$ cat src/hw/rtl/tlil_pkg.sv
`timescale 1ns / 1ps
// ----------------------------------------------------------------------------
// tlil_pkg
// shared types and constants of the two-level icache lookup unit
// ----------------------------------------------------------------------------
package tlil_pkg;

  localparam int PC_W = 30;
  localparam int CORE_W = 2;
  localparam int CNT_W = 32;

  typedef enum logic [1:0] {
    LVL_L1_HIT = 2'd0,
    LVL_L2_HIT = 2'd1,
    LVL_MISS   = 2'd2
  } level_t;

  // controller to datapath
  typedef struct packed {
    logic load;     // capture request, issue tag reads
    logic l1_eval;  // evaluate l1 set, issue l2 read
    logic finish;   // evaluate l2, write back, present result
  } dp_cmd_t;

  // datapath to controller
  typedef struct packed {
    logic clear_done;
  } dp_status_t;

endpackage

$ cat src/hw/rtl/tlil_ctrl.sv
`timescale 1ns / 1ps
// ----------------------------------------------------------------------------
// tlil_ctrl
// sequencer: reset clearing pass, then load, l1 and l2 steps per lookup
// ----------------------------------------------------------------------------
module tlil_ctrl (
  input  logic                 clk,
  input  logic                 rst,
  input  logic                 start,
  input  tlil_pkg::dp_status_t status,
  output tlil_pkg::dp_cmd_t    cmd,
  output logic                 busy
);

  typedef enum logic [3:0] {
    S_CLEAR = 4'b0001,
    S_IDLE  = 4'b0010,
    S_L1    = 4'b0100,
    S_L2    = 4'b1000
  } state_t;

  state_t state, state_next;

  always_comb begin
    state_next = state;
    unique case (state)
      S_CLEAR: if (status.clear_done) state_next = S_IDLE;
      S_IDLE:  if (start) state_next = S_L1;
      S_L1:    state_next = S_L2;
      S_L2:    state_next = S_IDLE;
      default: state_next = S_CLEAR;
    endcase
  end

  always_ff @(posedge clk) begin
    if (rst) begin
      state <= S_CLEAR;
    end else begin
      state <= state_next;
    end
  end

  assign busy = (state != S_IDLE);
  assign cmd.load = (state == S_IDLE) && start;
  assign cmd.l1_eval = (state == S_L1);
  assign cmd.finish = (state == S_L2);

endmodule

$ cat config.mk
export PLATFORM = sky130hd
export DESIGN_NAME = tlil_ctrl
export DESIGN_NICKNAME = d
export VERILOG_FILES = /design/src/hw/rtl/tlil_pkg.sv /design/src/hw/rtl/tlil_ctrl.sv
export SDC_FILE = /design/constraint.sdc
export NUM_CORES = 1
export LEC_CHECK = 0
export BUFFER_PORTS_ARGS = -buffer_cell sky130_fd_sc_hd__buf_2
export CAP_MARGIN = 10
export CORE_AREA = 8 8 45 47
export CTS_CLUSTER_DIAMETER = 60
export DETAILED_ROUTE_END_ITERATION = 8
export DIE_AREA = 0 0 53 55
export GPL_TIMING_DRIVEN = 0
export MAX_ROUTING_LAYER = met4
export PLACE_DENSITY = 0.32
export SYNTH_ARGS = -nofsm -noshare
export SYNTH_HDL_FRONTEND = slang
export SYNTH_SLANG_ARGS = --single-unit
$ cat constraint.sdc
create_clock -name clk -period 1.4 [get_ports clk]
set_input_delay 0.42 -clock clk [delete_from_list [all_inputs] [get_ports clk]]
set_output_delay 0.42 -clock clk [all_outputs]
set_load 0.01 [all_outputs]
==> results of run 1 <==
[worst max path at each step]
stage                  end  slack, ns  cells after the start  startpoint
global placement    cmd[1]       0.11                      4    state[3]
finish              cmd[0]      -0.07                      3    state[1]
CTS                 cmd[0]      -0.05                      3    state[1]
global route        cmd[0]      -0.09                      3    state[1]
floorplan           cmd[0]       0.28                      2    state[1]
detailed placement  cmd[1]       0.12                      4    state[3]
[Yosys cell counts]
cell type / count
sky130_fd_sc_hd__nor2b_1: 1
sky130_fd_sc_hd__inv_1: 1
sky130_fd_sc_hd__nor2b_2: 1
sky130_fd_sc_hd__a211oi_1: 1
sky130_fd_sc_hd__and2b_4: 1
sky130_fd_sc_hd__nand2_1: 1
sky130_fd_sc_hd__nand4b_1: 1
sky130_fd_sc_hd__o21bai_1: 1
sky130_fd_sc_hd__a31o_1: 1
sky130_fd_sc_hd__nand3_1: 1
sky130_fd_sc_hd__nand3b_1: 1
sky130_fd_sc_hd__o21ai_1: 1
sky130_fd_sc_hd__nor3b_1: 1
sky130_fd_sc_hd__dfxtp_1: 4
sky130_fd_sc_hd__and2_2: 1
sky130_fd_sc_hd__and3_1: 1
sky130_fd_sc_hd__nor2_1: 3
[what timing repair did]
action,4_1_cts,5_1_grt
resized for setup,11,2
hold buffers,0,0
pin swaps,4,0
setup endpoints to repair,3,4
setup buffers,5,0
[where the power goes]
part,internal (mW),total [mW],switching (mW),leakage (nW)
clock network,0.0957,0.141,0.0450,0.0138
logic,0.0246,0.0391,0.0145,0.117
registers,0.119,0.126,0.00672,0.0335
[worst max-delay path, cell delays in order (launching register included)]
cell and delay (ns):
sky130_fd_sc_hd__dfxtp_4 0.35, sky130_fd_sc_hd__and2b_4 0.24, sky130_fd_sc_hd__and2_4 0.13, sky130_fd_sc_hd__buf_6 0.09
[layout make-up]
| class | count | area [sq um] |
|---|---|---|
| tap | 16 | 20.0 |
| sequential | 4 | 86.3 |
| fill | 161 | 1030 |
| clock buffer | 3 | 22.5 |
| multi-input combinational | 17 | 138 |
| timing repair buffer | 12 | 85.1 |
| inverter | 1 | 3.75 |
[metal layers]
| layer | GRT usage | vias to the layer above |
|---|---|---|
| li1 | - | 107 |
| met1 | 0.0335 | 98 |
| met2 | 0.0781 | 6 |
| met3 | 0.0267 | 2 |
| met4 | 0.0517 | 0 |
| met5 | - | - |
[kinds of logic after synthesis]
logic type	count (synthesis)	synth area share
simple gates	13	0.423
flops	4	0.410
compound gates	4	0.147
buf+inv	1	0.0192
[through the flow]
step	setup TNS, ns	hold slack [ns]	instance area [sq um]	utilization	power [mW]
floorplan	0	0.430	195	-	0.141
global placement	0	0.475	250	0.181	0.151
detailed placement	0	0.466	250	0.181	0.151
CTS	-0.157	0.386	348	0.251	0.314
global route	-0.367	0.387	355	0.257	0.322
finish	-0.200	0.393	355	0.257	0.306
==> impl_metrics.tcl, run 1 <==
set metrics [dict create \
    cts.reportedPaths.clkPinSlew_ns 0.03 \
    routed-wl-met3_um 37 \
    final-setup-viol-count 4 \
    io_buffer_count 7 \
    detail-route-antenna-nets 0 \
    clk_latency_ns 0.23 \
    final_cell_count_no_fill 53 \
    cts_max_path_buffers 2 \
    drt-total-wl_um 584 \
    top_layer_used "met4" \
    max_reg_flops 4 \
    rsz0062_at_grt "yes" \
    setup.worst_path.start_class "flop" \
    drt_first_pass_iters 3 \
    slew_viol_final 0 \
    setup_slack_of_the_critical_path_after_layout_ns -0.0654 \
    post_synth_num_cell_types 17 \
    dpl_worst_slack_ns 0.116 \
    wl_per_cell_um 11.0 \
    holdPathStages 2 \
    largest-register "state" \
    power_density_nw_per_um2 861 \
    numPlacedInstances 45 \
    yosysSeqAreaShare 0.410 \
    clock_sink_count 4 \
    drc_errors 0 \
    yosysWarnings 0 \
    rrSetupSlack_ns 0.34 \
    slew-limit-headroom 0.872 \
    r2r.worst_path.cells 4 \
    mappedNetlistNets 26 \
    globalRouteOverflowTotal 0 \
    crit-reg2reg-launch "state[1]" \
    total_cts_buffers 3 \
    crit_path_end_kind "primary output" \
    synthesis.area_sq_um 195 \
    grt_max_degree 6 \
    post-dp-hpwl_um 382 \
    p_leak_nw 0.164 \
    final_cell_mix "sky130_fd_sc_hd__buf_2, sky130_fd_sc_hd__buf_4, sky130_fd_sc_hd__clkbuf_4" \
    floorplan.die.width_um 53 \
    min_from "rst" \
    tmin_final_ns 1.47 \
    post_synth.cell_area_avg_sq_um 8.87 \
    tritoncts_clock_tree "done" \
    detailroute.via_count 213 \
    worst-endpoint-arrival_ns 1.05 \
    fin_worst_skew_ns 0.00202 \
    fp.dieArea_sq_um 2920 \
    worst_pin_slew_ns 0.192 \
    synth.top_cell.area_share 0.410 \
    reg2reg_to "state[0]" \
    gp_routability_congestion 0.685 \
    yosys_register_bits 4 \
    layout-drive-gt1-share 0.649 \
    finalHoldViolCount 0 \
    holdPathEnd "state[3]" \
    drtIter0Drc 4 \
    yosys-top-cells-area "sky130_fd_sc_hd__dfxtp_1, sky130_fd_sc_hd__nor2_1, sky130_fd_sc_hd__and2b_4" \
    fin_nets 43 \
    core_sq_um 1380 \
    synthToLayoutAreaGrowth_pct 82.1 \
    fp-row-count 14 \
    cts_max_level 1 \
    routed_via_density 4.02 \
    initial_antenna_violation_count 0 \
    grt_use_total 0.0474 \
    critical_path_class "reg2out" \
    antenna_cells_inserted 0 \
    floorplan.initialDensity 0.141 \
    met2_wirelength_from_detailed_routing_um 319 \
    violations "negative setup slack" \
    finalCritPeriodShare 1.05 \
    die_height_um 55 \
    synthCells 22 \
    first_pass_grt_wire_length_um 903 \
    run_status "finished with violations" \
    timing.max_cap.violations 0 \
    grt_pass1_vias 244 \
    vdd_ir_drop_max_v 0.000234 \
    crit_required_ns 0.98 \
    yosysTopAreaCell "sky130_fd_sc_hd__dfxtp_1" \
    reg_top3 "state x4" \
    hold_class "in2reg" \
    maxClockFrequency_mhz 682 \
    met1_length_um 217 \
    critical_path_peak_fanout 4 \
    cts-root-buf "sky130_fd_sc_hd__clkbuf_4" \
    io_pins 8 \
]
(Power assumes the default switching activity.)
==> inputs of run 2 (changes only) <==
- clock period: 1.4 -> 1.5 ns (I/O delays scaled with it)
==> run 2 against run 1 <==
The flow still finishes with violations (negative setup slack). Register-to-register slack improved by 0.07 ns. Count of clock-buffer cells in the layout unchanged. Utilization unchanged. Final cell count unchanged. Sequential power decreased by 6%. Routed wire length increased by 6.3%. Critical endpoint unchanged. Largest cell class unchanged. Largest power group unchanged.
==> impl_metrics.tcl, run 2 (synthesized netlist as in run 1, its figures left out) <==
set metrics [dict create \
    run_status "finished with violations" \
    violations "negative setup slack" \
    gp_routability_congestion 0.685 \
    drtIter0Drc 5 \
    path_delay_family "simple AND/OR/NAND/NOR gates" \
    io_buffer_count 7 \
    floorplan.initialDensity 0.141 \
    setup_slack_of_the_critical_path_after_layout_ns -0.000521 \
    timing.critical_path.buf_inv 1 \
    die_height_um 55 \
    detail-route-antenna-nets 0 \
    max_reg_flops 4 \
    cts-root-buf "sky130_fd_sc_hd__clkbuf_4" \
    vdd_ir_drop_max_v 0.000219 \
    grt_use_total 0.0451 \
    detailroute.via_count 223 \
    crit_path_end_kind "primary output" \
    total_cts_buffers 3 \
    drc_errors 0 \
    fp-row-count 14 \
    critical_path_peak_fanout 4 \
    setup.worst_path.start_class "flop" \
    cts_max_path_buffers 2 \
    rsz0062_at_grt "yes" \
    io_pins 8 \
    slew_viol_final 0 \
    critical_path_class "reg2out" \
    p_leak_nw 0.164 \
    cts_max_level 1 \
    finalCritPeriodShare 1.00 \
    grt_pass1_vias 220 \
    post-dp-hpwl_um 382 \
    first_pass_grt_wire_length_um 855 \
    reg_top3 "state x4" \
    largest-register "state" \
    layout-drive-gt1-share 0.649 \
    clock_sink_count 4 \
    crit_slowest_cell "sky130_fd_sc_hd__dfxtp_4" \
    fp.dieArea_sq_um 2920 \
    fin_worst_skew_ns 0.00203 \
    hold_class "in2reg" \
    antenna_cells_inserted 0 \
    final-setup-viol-count 1 \
    critical_path.max_stage_delay_ns 0.35 \
    fillerInstances 163 \
    power_density_nw_per_um2 805 \
    footprint_of_the_multi_input_gates_sq_um 138 \
    synthToLayoutAreaGrowth_pct 82.1 \
    slew-limit-headroom 0.874 \
    drt_first_pass_iters 3 \
    initial_antenna_violation_count 0 \
    globalRouteOverflowTotal 0 \
    dpl_worst_slack_ns 0.186 \
    fin_worst_hold_slack_ns 0.427 \
    worstPathCellList "and2b_4 > and2_4 > buf_6" \
    maxClockFrequency_mhz 666 \
    clk_latency_ns 0.23 \
    routed_via_density 4.21 \
    final_cell_mix "sky130_fd_sc_hd__buf_2, sky130_fd_sc_hd__buf_4, sky130_fd_sc_hd__clkbuf_4" \
    floorplan.die.width_um 53 \
    core_sq_um 1380 \
    grt_max_degree 6 \
    timing.max_cap.violations 0 \
    ff_latch_area_sq_um 86.3 \
    drt-total-wl_um 621 \
    wl_per_cell_um 11.7 \
    worst-endpoint-arrival_ns 1.05 \
    tritoncts_clock_tree "done" \
    final_cell_count_no_fill 53 \
    fin_nets 43 \
    crit_required_ns 1.05 \
    numPlacedInstances 45 \
    cts.reportedPaths.clkPinSlew_ns 0.03 \
    worst_pin_slew_ns 0.188 \
    tmin_final_ns 1.50 \
    finalHoldViolCount 0 \
]
[run 2: cell counts in the layout (fill, tap and decap cells not counted)]
No cell type changed its count.
[run 2: power breakdown]
part	internal (mW)	switching [mW]	total (mW)
registers	0.111	0.00655	0.118
logic	0.0230	0.0138	0.0368
clock network	0.0893	0.0420	0.131
[run 2: final cells by class]
cell class,count,area share
clock buffers,3,0.0634
inverters,1,0.0106
multi-input cells,17,0.387
flip-flops and latches,4,0.243
well taps,16,0.0563
repair buffers,12,0.239
[run 2: repair_timing]
item / in CTS / in global routing
hold endpoints to repair: 0 / 0
buffers inserted: 3 / 2
pin swaps: 2 / 1
endpoints found under the setup margin: 3 / 4
hold buffers: 0 / 0
resized for setup: 11 / 2
[run 2: final timing paths]
kind / start / to / slack [ns] / depth (start not counted)
worst max-delay path: state[1] / cmd[0] / -0.0005 / 3
worst min register to register: state[2] / state[1] / 0.52 / 1
worst max register to register: state[1] / state[1] / 0.41 / 4
worst min-delay path: rst / state[1] / 0.43 / 2
[run 2: worst register-to-register path, stage by stage (launching register included)]
cell and delay [ns]:
sky130_fd_sc_hd__dfxtp_4 0.35, sky130_fd_sc_hd__and2b_4 0.24, sky130_fd_sc_hd__buf_4 0.11, sky130_fd_sc_hd__o21bai_1 0.08, sky130_fd_sc_hd__a211oi_1 0.22
[run 2: per-stage QoR]
stage                     total power [mW]   util  setup TNS, ns  cell area (sq um)
after detailed placement             0.141  0.181              0                250
final                                0.286  0.257      -0.000521                355
after CTS                            0.293  0.241       -0.00278                333
after floorplan                      0.131      -              0                195
after global routing                 0.302  0.257         -0.104                355
after global placement               0.141  0.181              0                250
[run 2: layer usage]
metal  track usage  vias to the layer above  share of wire
met4        0.0517                        0          0.016
li1              -                      107              -
met5             -                        -              0
met1        0.0335                      108           0.35
met3        0.0267                        2          0.060
met2        0.0703                        6           0.57
==> inputs of run 3 (changes only) <==
- CAP_MARGIN: 10 -> 20
- CELL_PAD_IN_SITES_DETAIL_PLACEMENT: unset -> 1
- CELL_PAD_IN_SITES_GLOBAL_PLACEMENT: unset -> 1
- PLACE_DENSITY: 0.32 -> 0.4
==> run 3 against run 2 <==
The run now ends clean. First-iteration DRC count is 100% lower. Via count is 4.9% lower. Total power is 3.4% lower. Final cell count is 3.8% lower. Worst hold slack better by 0.0030 ns. Die area stayed put. Global-route usage is 0.23 points lower. Clock power hardly changed. Critical path depth stayed put.
==> impl_metrics.tcl, run 3 (synthesized netlist as in run 1, its figures left out) <==
set metrics [dict create \
    critical_path_class "reg2out" \
    floorplan.die.width_um 53 \
    reg_top3 "state x4" \
    worstPathCellList "and2b_4 > and2_4 > buf_6" \
    finalHoldViolCount 0 \
    io_buffer_count 7 \
    slew-limit-headroom 0.878 \
    crit_slowest_cell "sky130_fd_sc_hd__dfxtp_4" \
    final-setup-viol-count 0 \
    grt_util_met3 0.00802 \
    fp.dieArea_sq_um 2920 \
    min_from "rst" \
    drtIter0Drc 0 \
    timing.max_cap.violations 0 \
    grtUsageMet2 0.0781 \
    critical_path_peak_fanout 4 \
    floorplan.initialDensity 0.141 \
    totalPowerFinal_mw 0.276 \
    netSwitchingFraction 0.211 \
    grt_max_degree 6 \
    first_pass_grt_wire_length_um 828 \
    gp_routability_congestion 0.684 \
    drc_errors 0 \
    power.sequential.fraction 0.427 \
    slew_viol_final 0 \
    final_common_cell "sky130_fd_sc_hd__buf_2" \
    io_pins 8 \
    power_density_nw_per_um2 809 \
    initial_antenna_violation_count 0 \
    post-dp-hpwl_um 439 \
    globalRouteOverflowTotal 0 \
    fin_worst_skew_ns 0.00106 \
    detail-route-antenna-nets 0 \
    cts-root-buf "sky130_fd_sc_hd__clkbuf_4" \
    max_reg_flops 4 \
    maxClockFrequency_mhz 668 \
    routed_via_density 4.16 \
    vdd_ir_drop_max_v 0.000337 \
    layout.core_utilization 0.247 \
    critical_path.max_stage_delay_ns 0.35 \
    drt_first_pass_iters 1 \
    hold_class "in2reg" \
    run_status "complete, no violations" \
    setup.worst_path.start_class "flop" \
    stdcell_area_sq_um 342 \
    wl_per_cell_um 11.4 \
    gr-usage-met1 0.0274 \
    cts.reportedPaths.clkPinSlew_ns 0.04 \
    clk_latency_ns 0.23 \
    critPathLaunch "state[1]" \
    clock_power_share 0.462 \
    fillerInstances 167 \
    fp-row-count 14 \
    core_sq_um 1380 \
    grt_use_total 0.0428 \
    layout-drive-gt1-share 0.657 \
    crit_required_ns 1.05 \
    cts_max_path_buffers 2 \
    final_cell_count_no_fill 51 \
    antenna_cells_inserted 0 \
    p_int_mw 0.218 \
    globalRoute.busiestLayer "met2" \
    total_cts_buffers 3 \
    finalCritPeriodShare 0.997 \
    synthToLayoutAreaGrowth_pct 75.0 \
    largest-register "state" \
    clock_sink_count 4 \
    tmin_final_ns 1.50 \
    fin_nets 41 \
    die_height_um 55 \
    detailroute.via_count 212 \
    crit_path_end_kind "primary output" \
    crit-reg2reg-launch "state[1]" \
    drt-total-wl_um 583 \
    numPlacedInstances 45 \
    final_cell_mix "sky130_fd_sc_hd__buf_2, sky130_fd_sc_hd__clkbuf_4, sky130_fd_sc_hd__buf_4, sky130_fd_sc_hd__dfxtp_2" \
    p_switching_mw 0.0582 \
    p_leak_nw 0.154 \
    tritoncts_clock_tree "done" \
    cts_max_level 1 \
    placed_area_sq_um 250 \
    setup_slack_of_the_critical_path_after_layout_ns 0.00381 \
    dpl_worst_slack_ns 0.181 \
    rsz0062_at_grt "yes" \
    power.combinational.fraction 0.111 \
    worst-endpoint-arrival_ns 1.05 \
    worst_pin_slew_ns 0.181 \
    grt_pass1_vias 220 \
]
## run 3: changes by cell type in the layout (fill, tap and decap cells not counted), sizes merged
cell  previous run  this run
buf             12        10
## run 3: timing repair
action / CTS / global route
cloned: 0 / 0
resized for setup: 8 / 6
hold buffers: 0 / 0
setup endpoints to repair: 3 / 3
pin swaps: 0 / 3
setup buffers: 1 / 2
## run 3: metal layers
metal,wire length [um],vias up
li1,-,104
met1,198,106
met2,372,2
met3,12,0
met4,0,0
met5,0,-
## run 3: area by class of cell
cell class | instances | area (sq um) | share of cell area
clock buffers | 3 | 22.5 | 0.0659
inverters | 1 | 3.75 | 0.0110
multi-input cells | 17 | 138 | 0.403
flip-flops and latches | 4 | 87.6 | 0.256
well taps | 16 | 20.0 | 0.0586
repair buffers | 10 | 70.1 | 0.205
## run 3: stage by stage
step           hold WS [ns]  TNS (ns)
6_report              0.430         0
5_1_grt               0.433   -0.0622
4_1_cts               0.420   -0.0391
3_5_place_dp          0.472         0
3_3_place_gp          0.482         0
2_1_floorplan         0.430         0
## run 3: final timing paths
kind	end	slack, ns	cells past startpoint
hold / removal	state[2]	0.43	2
setup / recovery	cmd[0]	0.004	3
setup reg to reg	state[1]	0.33	5
hold reg to reg	state[1]	0.46	1
## run 3: worst max-delay path: cells and delay by family, from the launching register on
kind                   cells  cell delay [ns]
AND/OR/NAND/NOR            2             0.37
flip-flops                 1             0.35
buffers and inverters      1             0.09
## run 3: power groups by stage
| stage | registers (mW) | logic, mW | clock network (mW) |
|---|---|---|---|
| final | 0.118 | 0.0307 | 0.128 |
| after global routing | 0.119 | 0.0331 | 0.142 |
| after CTS | 0.117 | 0.0276 | 0.137 |
| after detailed placement | 0.117 | 0.0254 | 0 |
| after global placement | 0.117 | 0.0245 | 0 |
| after floorplan | 0.116 | 0.0156 | 0 |
